===== config.mk =====
export PLATFORM = sky130hd
export DESIGN_NAME = dle_escaped_frame_builder
export DESIGN_NICKNAME = d
export VERILOG_FILES = /design/src/design/dfb_pkg.sv /design/src/design/dfb_front.sv /design/src/design/dfb_queue.sv /design/src/design/dfb_back.sv /design/src/design/dle_escaped_frame_builder.sv
export SDC_FILE = /design/constraint.sdc
export NUM_CORES = 1
export LEC_CHECK = 0
export BUFFER_PORTS_ARGS = -buffer_cell sky130_fd_sc_hd__buf_2
export CORE_UTILIZATION = 60
export DETAILED_ROUTE_END_ITERATION = 10
export PLACE_DENSITY = 0.82
export SYNTH_ARGS = -nofsm -noshare
export SYNTH_HDL_FRONTEND = slang
export SYNTH_HIERARCHICAL = 1
export SYNTH_SLANG_ARGS = --single-unit

===== constraint.sdc =====
create_clock -name clk -period 6.7 [get_ports clk]
set_input_delay 1.005 -clock clk [delete_from_list [all_inputs] [get_ports clk]]
set_output_delay 1.005 -clock clk [all_outputs]
set_load 0.01 [all_outputs]

===== src/design/dfb_pkg.sv =====
`timescale 1ns / 1ps

package dfb_pkg;

	localparam logic [7:0] DLE_CODE = 8'h10;
	localparam logic [7:0] STX_CODE = 8'h02;
	localparam logic [7:0] ETX_CODE = 8'h03;

	localparam logic [7:0] CRC_POLY_RESET = 8'h8C;

	// Depth of the item queue between the front and the back end.
	localparam int QUEUE_DEPTH = 4;

	typedef enum logic [1:0] {
		CMD_START = 2'd0,
		CMD_DATA  = 2'd1,
		CMD_END   = 2'd2
	} cmd_t;

	typedef struct packed {
		cmd_t        kind;
		logic [7:0]  frame_type;
		logic [7:0]  channel_number;
		logic [7:0]  sequence_number;
		logic [15:0] declared_size;
		logic [7:0]  data_byte;
	} item_t;

	typedef struct packed {
		logic full;
		logic not_empty;
	} q_status_t;

	// Reflected CRC-8 over one byte, least significant bit first.
	function automatic logic [7:0] crc8_update(input logic [7:0] crc, input logic [7:0] b,
		input logic [7:0] poly);
		logic [7:0] v;
		int         k;
		v = crc ^ b;
		for (k = 0; k < 8; k++) begin
			v = v[0] ? ((v >> 1) ^ poly) : (v >> 1);
		end
		return v;
	endfunction

endpackage


===== src/design/dfb_front.sv =====
`timescale 1ns / 1ps

module dfb_front (
	input  logic               clk,
	input  logic               arst_n,
	input  logic               in_valid,
	output logic               in_ready,
	input  logic [1:0]         cmd,
	input  logic [7:0]         frame_type,
	input  logic [7:0]         channel_number,
	input  logic [7:0]         sequence_number,
	input  logic [15:0]        declared_size,
	input  logic [7:0]         data_byte,
	input  dfb_pkg::q_status_t q_status,
	output logic               push,
	output dfb_pkg::item_t     push_item
);

	logic accept;
	logic keep;
	logic in_frame_q;

	assign in_ready = !q_status.full;
	assign accept   = in_valid && in_ready;

	// Payload and end beats outside an open frame are dropped here, as is the unused code.
	always_comb begin
		keep = 1'b0;
		unique case (cmd)
			dfb_pkg::CMD_START: keep = 1'b1;
			dfb_pkg::CMD_DATA:  keep = in_frame_q;
			dfb_pkg::CMD_END:   keep = in_frame_q;
			default:            keep = 1'b0;
		endcase
	end

	assign push                     = accept && keep;
	assign push_item.kind           = dfb_pkg::cmd_t'(cmd);
	assign push_item.frame_type     = frame_type;
	assign push_item.channel_number = channel_number;
	assign push_item.sequence_number = sequence_number;
	assign push_item.declared_size  = declared_size;
	assign push_item.data_byte      = data_byte;

	always_ff @(posedge clk or negedge arst_n) begin
		if (!arst_n) begin
			in_frame_q <= 1'b0;
		end else if (accept) begin
			if (cmd == dfb_pkg::CMD_START) begin
				in_frame_q <= 1'b1;
			end else if (cmd == dfb_pkg::CMD_END) begin
				in_frame_q <= 1'b0;
			end
		end
	end

endmodule


===== src/design/dfb_queue.sv =====
`timescale 1ns / 1ps

module dfb_queue #(
	parameter int DEPTH = dfb_pkg::QUEUE_DEPTH
) (
	input  logic               clk,
	input  logic               arst_n,
	input  logic               push,
	input  dfb_pkg::item_t     push_item,
	input  logic               pop,
	output dfb_pkg::item_t     head_item,
	output dfb_pkg::q_status_t q_status
);

	localparam int IDX_W = $clog2(DEPTH);
	localparam int CNT_W = $clog2(DEPTH + 1);

	dfb_pkg::item_t mem [DEPTH];

	logic [IDX_W-1:0] wr_ptr_q;
	logic [IDX_W-1:0] rd_ptr_q;
	logic [CNT_W-1:0] count_q;
	logic             push_do;
	logic             pop_do;

	assign q_status.full      = (count_q == CNT_W'(DEPTH));
	assign q_status.not_empty = (count_q != '0);
	assign push_do            = push && !q_status.full;
	assign pop_do             = pop && q_status.not_empty;
	assign head_item          = mem[rd_ptr_q];

	always_ff @(posedge clk) begin
		if (push_do) begin
			mem[wr_ptr_q] <= push_item;
		end
	end

	always_ff @(posedge clk or negedge arst_n) begin
		if (!arst_n) begin
			wr_ptr_q <= '0;
			rd_ptr_q <= '0;
			count_q  <= '0;
		end else begin
			if (push_do) begin
				wr_ptr_q <= (wr_ptr_q == IDX_W'(DEPTH - 1)) ? '0 : wr_ptr_q + 1'b1;
			end
			if (pop_do) begin
				rd_ptr_q <= (rd_ptr_q == IDX_W'(DEPTH - 1)) ? '0 : rd_ptr_q + 1'b1;
			end
			if (push_do && !pop_do) begin
				count_q <= count_q + 1'b1;
			end else if (pop_do && !push_do) begin
				count_q <= count_q - 1'b1;
			end
		end
	end

endmodule


===== src/design/dfb_back.sv =====
`timescale 1ns / 1ps

module dfb_back (
	input  logic               clk,
	input  logic               arst_n,
	input  logic [7:0]         crc_polynomial,
	input  dfb_pkg::q_status_t q_status,
	input  dfb_pkg::item_t     head_item,
	output logic               pop,
	output logic               out_valid,
	input  logic               out_ready,
	output logic [7:0]         out_byte,
	output logic               last_of_run,
	output logic               frame_end
);

	typedef enum logic [3:0] {
		ST_DLE,
		ST_STX,
		ST_TYPE,
		ST_CHAN,
		ST_SEQ,
		ST_SIZE_HI,
		ST_SIZE_LO,
		ST_DATA,
		ST_CRC,
		ST_CLOSE_DLE,
		ST_ETX
	} step_t;

	logic           busy_q;
	step_t          step_q;
	logic           dup_q;
	dfb_pkg::item_t cur_q;
	logic [7:0]     crc_q;
	logic           out_valid_q;
	logic [7:0]     out_byte_q;
	logic           out_last_q;
	logic           out_end_q;

	logic       emit;
	logic [7:0] byte_sel;
	logic       escaped;
	logic       feed_crc;
	logic       clear_crc;
	logic       final_step;
	logic       end_flag;
	step_t      next_step;
	step_t      first_step;
	logic       hold;
	logic       item_done;

	assign emit = busy_q && (!out_valid_q || out_ready);

	always_comb begin
		byte_sel   = dfb_pkg::DLE_CODE;
		escaped    = 1'b0;
		feed_crc   = 1'b0;
		clear_crc  = 1'b0;
		final_step = 1'b0;
		end_flag   = 1'b0;
		next_step  = ST_DLE;
		unique case (step_q)
			ST_DLE: begin
				byte_sel  = dfb_pkg::DLE_CODE;
				clear_crc = 1'b1;
				next_step = ST_STX;
			end
			ST_STX: begin
				byte_sel  = dfb_pkg::STX_CODE;
				next_step = ST_TYPE;
			end
			ST_TYPE: begin
				byte_sel  = cur_q.frame_type;
				feed_crc  = 1'b1;
				next_step = ST_CHAN;
			end
			ST_CHAN: begin
				byte_sel  = cur_q.channel_number;
				feed_crc  = 1'b1;
				next_step = ST_SEQ;
			end
			ST_SEQ: begin
				byte_sel  = cur_q.sequence_number;
				escaped   = 1'b1;
				feed_crc  = 1'b1;
				next_step = ST_SIZE_HI;
			end
			ST_SIZE_HI: begin
				byte_sel  = cur_q.declared_size[15:8];
				escaped   = 1'b1;
				feed_crc  = 1'b1;
				next_step = ST_SIZE_LO;
			end
			ST_SIZE_LO: begin
				byte_sel   = cur_q.declared_size[7:0];
				escaped    = 1'b1;
				feed_crc   = 1'b1;
				final_step = 1'b1;
			end
			ST_DATA: begin
				byte_sel   = cur_q.data_byte;
				escaped    = 1'b1;
				feed_crc   = 1'b1;
				final_step = 1'b1;
			end
			ST_CRC: begin
				byte_sel  = crc_q;
				escaped   = 1'b1;
				next_step = ST_CLOSE_DLE;
			end
			ST_CLOSE_DLE: begin
				byte_sel  = dfb_pkg::DLE_CODE;
				next_step = ST_ETX;
			end
			ST_ETX: begin
				byte_sel   = dfb_pkg::ETX_CODE;
				final_step = 1'b1;
				end_flag   = 1'b1;
			end
			default: begin
				next_step = ST_DLE;
			end
		endcase
	end

	// An escaped DLE stays on its step for one more beat; the copy does not enter the CRC.
	assign hold      = escaped && !dup_q && (byte_sel == dfb_pkg::DLE_CODE);
	assign item_done = final_step && !hold;
	assign pop       = q_status.not_empty && (!busy_q || (emit && item_done));

	always_comb begin
		unique case (head_item.kind)
			dfb_pkg::CMD_START: first_step = ST_DLE;
			dfb_pkg::CMD_DATA:  first_step = ST_DATA;
			dfb_pkg::CMD_END:   first_step = ST_CRC;
			default:            first_step = ST_DATA;
		endcase
	end

	always_ff @(posedge clk or negedge arst_n) begin
		if (!arst_n) begin
			busy_q      <= 1'b0;
			step_q      <= ST_DLE;
			dup_q       <= 1'b0;
			cur_q       <= '0;
			crc_q       <= '0;
			out_valid_q <= 1'b0;
			out_byte_q  <= '0;
			out_last_q  <= 1'b0;
			out_end_q   <= 1'b0;
		end else begin
			if (out_valid_q && out_ready) begin
				out_valid_q <= 1'b0;
			end
			if (emit) begin
				out_valid_q <= 1'b1;
				out_byte_q  <= byte_sel;
				out_last_q  <= item_done;
				out_end_q   <= end_flag;
				dup_q       <= hold;
				if (clear_crc) begin
					crc_q <= '0;
				end else if (feed_crc && !dup_q) begin
					crc_q <= dfb_pkg::crc8_update(crc_q, byte_sel, crc_polynomial);
				end
				if (!hold) begin
					step_q <= next_step;
				end
			end
			if (pop) begin
				cur_q  <= head_item;
				step_q <= first_step;
				dup_q  <= 1'b0;
				busy_q <= 1'b1;
			end else if (emit && item_done) begin
				busy_q <= 1'b0;
			end
		end
	end

	assign out_valid   = out_valid_q;
	assign out_byte    = out_byte_q;
	assign last_of_run = out_last_q;
	assign frame_end   = out_end_q;

endmodule


===== src/design/dle_escaped_frame_builder.sv =====
`timescale 1ns / 1ps

// Byte-stuffing frame builder. Input beats (cmd plus header or payload fields) arrive on the
// in_valid/in_ready channel; the framed byte stream leaves one byte per beat on the
// out_valid/out_ready channel, with last_of_run marking the final byte of each input item and
// frame_end marking the closing ETX. cfg_write_en/cfg_write_data load the CRC polynomial and
// should only be used while the block is idle.
// The front end tracks whether a frame is open and drops payload and end items outside one;
// kept items wait in a small queue, so input is taken while the output is stalled until the
// queue fills. The back end sequencer produces one byte per cycle while busy and not held by
// out_ready, which sets the rate: a payload item yields 1 byte (2 when the byte equals DLE), a
// start item 7 to 10 bytes and an end item 3 or 4 bytes. With the block empty, an accepted beat
// is written to the queue and popped into the back end before its first byte is registered. The
// output holds its byte while out_ready is low and the back end waits; nothing is lost. Reset
// closes any open frame, clears the CRC, empties the queue and restores the default polynomial.
module dle_escaped_frame_builder #(
	parameter int QUEUE_DEPTH = dfb_pkg::QUEUE_DEPTH
) (
	input  logic        clk,
	input  logic        arst_n,
	input  logic        cfg_write_en,
	input  logic [7:0]  cfg_write_data,
	input  logic        in_valid,
	output logic        in_ready,
	input  logic [1:0]  cmd,
	input  logic [7:0]  frame_type,
	input  logic [7:0]  channel_number,
	input  logic [7:0]  sequence_number,
	input  logic [15:0] declared_size,
	input  logic [7:0]  data_byte,
	output logic        out_valid,
	input  logic        out_ready,
	output logic [7:0]  out_byte,
	output logic        last_of_run,
	output logic        frame_end
);

	logic [7:0]         poly_q;
	logic               q_push;
	logic               q_pop;
	dfb_pkg::item_t     q_in_item;
	dfb_pkg::item_t     q_head_item;
	dfb_pkg::q_status_t q_status;

	always_ff @(posedge clk or negedge arst_n) begin
		if (!arst_n) begin
			poly_q <= dfb_pkg::CRC_POLY_RESET;
		end else if (cfg_write_en) begin
			poly_q <= cfg_write_data;
		end
	end

	dfb_front u_front (
		.clk             (clk),
		.arst_n          (arst_n),
		.in_valid        (in_valid),
		.in_ready        (in_ready),
		.cmd             (cmd),
		.frame_type      (frame_type),
		.channel_number  (channel_number),
		.sequence_number (sequence_number),
		.declared_size   (declared_size),
		.data_byte       (data_byte),
		.q_status        (q_status),
		.push            (q_push),
		.push_item       (q_in_item)
	);

	dfb_queue #(
		.DEPTH (QUEUE_DEPTH)
	) u_queue (
		.clk       (clk),
		.arst_n    (arst_n),
		.push      (q_push),
		.push_item (q_in_item),
		.pop       (q_pop),
		.head_item (q_head_item),
		.q_status  (q_status)
	);

	dfb_back u_back (
		.clk            (clk),
		.arst_n         (arst_n),
		.crc_polynomial (poly_q),
		.q_status       (q_status),
		.head_item      (q_head_item),
		.pop            (q_pop),
		.out_valid      (out_valid),
		.out_ready      (out_ready),
		.out_byte       (out_byte),
		.last_of_run    (last_of_run),
		.frame_end      (frame_end)
	);

	// The front end must never push into a full queue.
	assert property (@(posedge clk) disable iff (!arst_n) q_push |-> !q_status.full)
		else $error("item pushed into a full queue");

	// The closing ETX always ends the run of its end item.
	assert property (@(posedge clk) disable iff (!arst_n)
		(out_valid && frame_end) |-> (last_of_run && out_byte == dfb_pkg::ETX_CODE))
		else $error("frame end flag on a byte that is not the closing ETX");

	// The queue is only popped when it holds an item.
	assert property (@(posedge clk) disable iff (!arst_n) q_pop |-> q_status.not_empty)
		else $error("pop from an empty queue");

endmodule

==> out/summary.txt <==
=================================================================================
Critical-path maximum fanout                                                   30
Arrival time at the worst endpoint                                        6360 ps
Top cell family by delay on the critical path                        XOR/XNOR gates
Resized cells post-CTS                                                          0
Type of the most critical hold path                                      in2async
Starting DRT DRC Count                                                        754
Via Count                                                                    8557
Area contributors post-synth                                         sky130_fd_sc_hd__edfxtp_1 (43%), sky130_fd_sc_hd__dfrtp_1 (15%), sky130_fd_sc_hd__mux4_2 (8.3%)
Routed wire length                                                        29.7 mm
Dominant cell by count in the synthesized netlist                    sky130_fd_sc_hd__nand2_1
Global routing met1 resource utilization                                    34.2%
Setup TNS Final                                                              0 ps
Number of top-level pins                                                       75
Highest attainable clock frequency                                        169 MHz
Proportion of layout cells with a drive suffix above 1                      22.8%
Slowest Stage Delay on Critical Path                                       970 ps
Cells on worst reg2reg path                                                    17
Final min period                                                          5930 ps
Post-synth EDFFs                                                              200
Core Rows                                                                      55
Clock tree skew after final layout                                        15.2 ps
Worst EP required                                                         7130 ps
CTS Root Buffer Type                                                 sky130_fd_sc_hd__clkbuf_16
Number of antenna violations at the first check in global routing               1
Top post-synthesis cells by count                                    sky130_fd_sc_hd__nand2_1 (212), sky130_fd_sc_hd__edfxtp_1 (200), sky130_fd_sc_hd__dfrtp_1 (86)
Most area-hungry cell type in the Yosys netlist                      sky130_fd_sc_hd__edfxtp_1
Number of routed nets with antenna violations                                   0
Maximum number of pins on one net before global-route repair                   66
Maximum clock path buffer count                                                 3
Final net count                                                              1148
Vias per std cell                                                            6.07
Antenna cells                                                                   0
Sequential element share of the synthesized area                            58.6%
Post-synthesis area per instance                                        13.3 um^2
Sort of element at the end of the critical path                              flop
# clock sinks                                                                 289
Clock buffers created by TritonCTS                                             29
Area growth from synthesis to layout                                        7.82%
Total stage count of the critical path                                         17
Critical Path Slowest Stage Cell                                     sky130_fd_sc_hd__dfrtp_1
Register clock-pin slew on the reported worst setup and hold paths          60 ps
Cells along the critical path                                        nor2b_1, a22o_1, a222oi_1, buf_4, xnor2_1, buf_4, o211ai_1, a311o_4, nand3_2, nand3_2, xnor2_2, xor2_1, mux2i_1, xor2_1, and3_1, or3_1, a32o_1
Sequential standard cell area                                           8240 um^2
Post-synth cell types                                                         107
Main flop type after synthesis                                       sky130_fd_sc_hd__edfxtp_1
Port Buffers                                                                   74
Portion of synthesized cell area occupied by the leading cell type          42.7%
First-pass DRT Iterations                                                       5
Die height                                                                 155 um
Hold bufs inserted after CTS                                                    0
Number of DRC violations after detailed routing                                 0
Core region area                                                       22800 um^2
Beginning of the worst register-to-register path                     u_back/step_q[2]
Global placement routability congestion                                     0.944
Width of the die                                                           155 um
Worst slack on hold paths                                                  377 ps
Final setup violation count                                                     0
Effective utilization at floorplan                                          61.7%
Clock tree from TritonCTS                                                   built
Die area                                                               24000 um^2
Count of yosys warnings during synthesis                                        6
Ys async rst share                                                          30.8%
Vias in the first global route                                               8706
Total count of hold-check failures in the final report                          0
Setup ws final                                                             769 ps
Setup Crit Path Kind                                                      reg2reg
Total global routing track utilization                                      25.6%
Number of maximum-capacitance violations                                        0
First-pass GRT wire length                                                47.0 mm
Area occupied by multi-input gates                                      5050 um^2
Status                                                               finished clean
GR Util met3                                                                3.96%
Clock latency at the later pin of the worst-skew pair                      530 ps
Synth Net Count                                                              1131
Number of post-CTS setup repair buffers                                         0
Met2 GRT Util                                                               42.4%
RSZ-0062 raised after global routing                                        false
Setup slack after placement                                                859 ps
Period Utilization, post-route                                              88.5%
Synthesized netlist cell count                                               1058
Detailed Place HPWL                                                       19.1 mm
Residual overflow from global routing                                           0
Slew HR                                                                     34.9%
Worst path bufs/invs                                                            2
GR peak layer                                                                met2
Actual slew at the worst max-slew pin                                      977 ps
Source of the critical timing path                                   u_back/step_q[2]
Netlist Area Pre-Place                                                 14100 um^2
Post-detailed-route wirelength per cell                                   21.1 um
Setup crit start kind                                                        flop
Final number of max-transition violations                                       0
H-tree levels                                                                   1
Synthesis-stage register bit count                                            289
Fill cells                                                                   1568
=================================================================================
flip-flops by register name, summed over array words and instances, names as in the netlist, 2 cells and up:
signal,flops
u_queue/rd_ptr_q,2
u_back/crc_q,8
u_back/out_byte,8
poly_q,8
u_back/step_q,4
u_queue/wr_ptr_q,2
u_queue/count_q,3
u_queue/mem,200
u_back/cur_q,48
layout make-up:
type | count | share of cell area [%]
repair buffers | 90 | 3.25
multi-input cells | 647 | 33.3
inverters | 18 | 0.446
flip-flops and latches | 289 | 54.4
clock buffers | 42 | 5.31
well taps | 313 | 2.58
clock inverters | 11 | 0.694
cells in the final DEF (no fill, tap or decap), drive strengths merged, types with 5 or more instances in the layout:
cell type,Yosys,routed
nand2b,5,5
nor2,46,46
o21a,6,6
nand2,215,215
a21oi,25,25
xnor2,17,17
and3,6,6
edfxtp,200,200
nand3,21,21
ha,9,9
and2,7,7
or3,7,7
a211oi,5,5
inv,16,17
mux2,21,21
o211ai,7,7
a21o,6,6
clkinv,2,10
a31oi,8,8
mux2i,12,12
a22o,5,5
o2111ai,6,6
mux4,54,54
nand4,5,5
o21ai,42,42
nor2b,7,7
dfrtp,86,86
a22oi,5,5
o22ai,5,5
clkbuf,31,42
nor3,13,13
xor2,13,13
buf,73,90
nand3b,5,5
metrics by stage:
step / utilization [%] / instance area, um^2 / instances
5_1_grt: 66.5 / 15200 / 1410
3_3_place_gp: 62.5 / 14200 / 1357
4_1_cts: 66.5 / 15200 / 1410
3_5_place_dp: 62.5 / 14200 / 1357
6_report: 66.5 / 15200 / 1410
2_1_floorplan: - / 14100 / 1058
per-layer routing:
| layer | vias up | part of all wire, % |
|---|---|---|
| met2 | 311 | 49 |
| met1 | 4274 | 41 |
| met5 | - | 0 |
| met3 | 61 | 6.1 |
| li1 | 3911 | - |
| met4 | 0 | 3.4 |
logic make-up (layout without fill, tap and decap cells):
group,after synthesis,after routing,share of synthesized area [%]
AOI/OAI and AO/OA,154,154,8.34
xor gates and xnor gates,36,36,3.06
adders and majority gates,10,10,0.944
buffers and inverters,122,161,5.55
DFF,289,289,58.6
muxes,87,87,11.5
and+or+nand+nor,360,360,12.0
final timing paths:
path | slack, ps | to
worst min-delay path | 380 | u_back/out_byte[5]
worst max-delay path | 770 | u_back/crc_q[1]
worst min register to register | 470 | u_back/out_byte[4]
max in group asynchronous | 5210 | u_back/cur_q[35]
worst max register to register | 770 | u_back/crc_q[1]
min in group clk | 470 | u_back/out_byte[4]
Power is not shown: default switching activity piles up to over one toggle a cycle in this logic, so the estimate is an artifact.
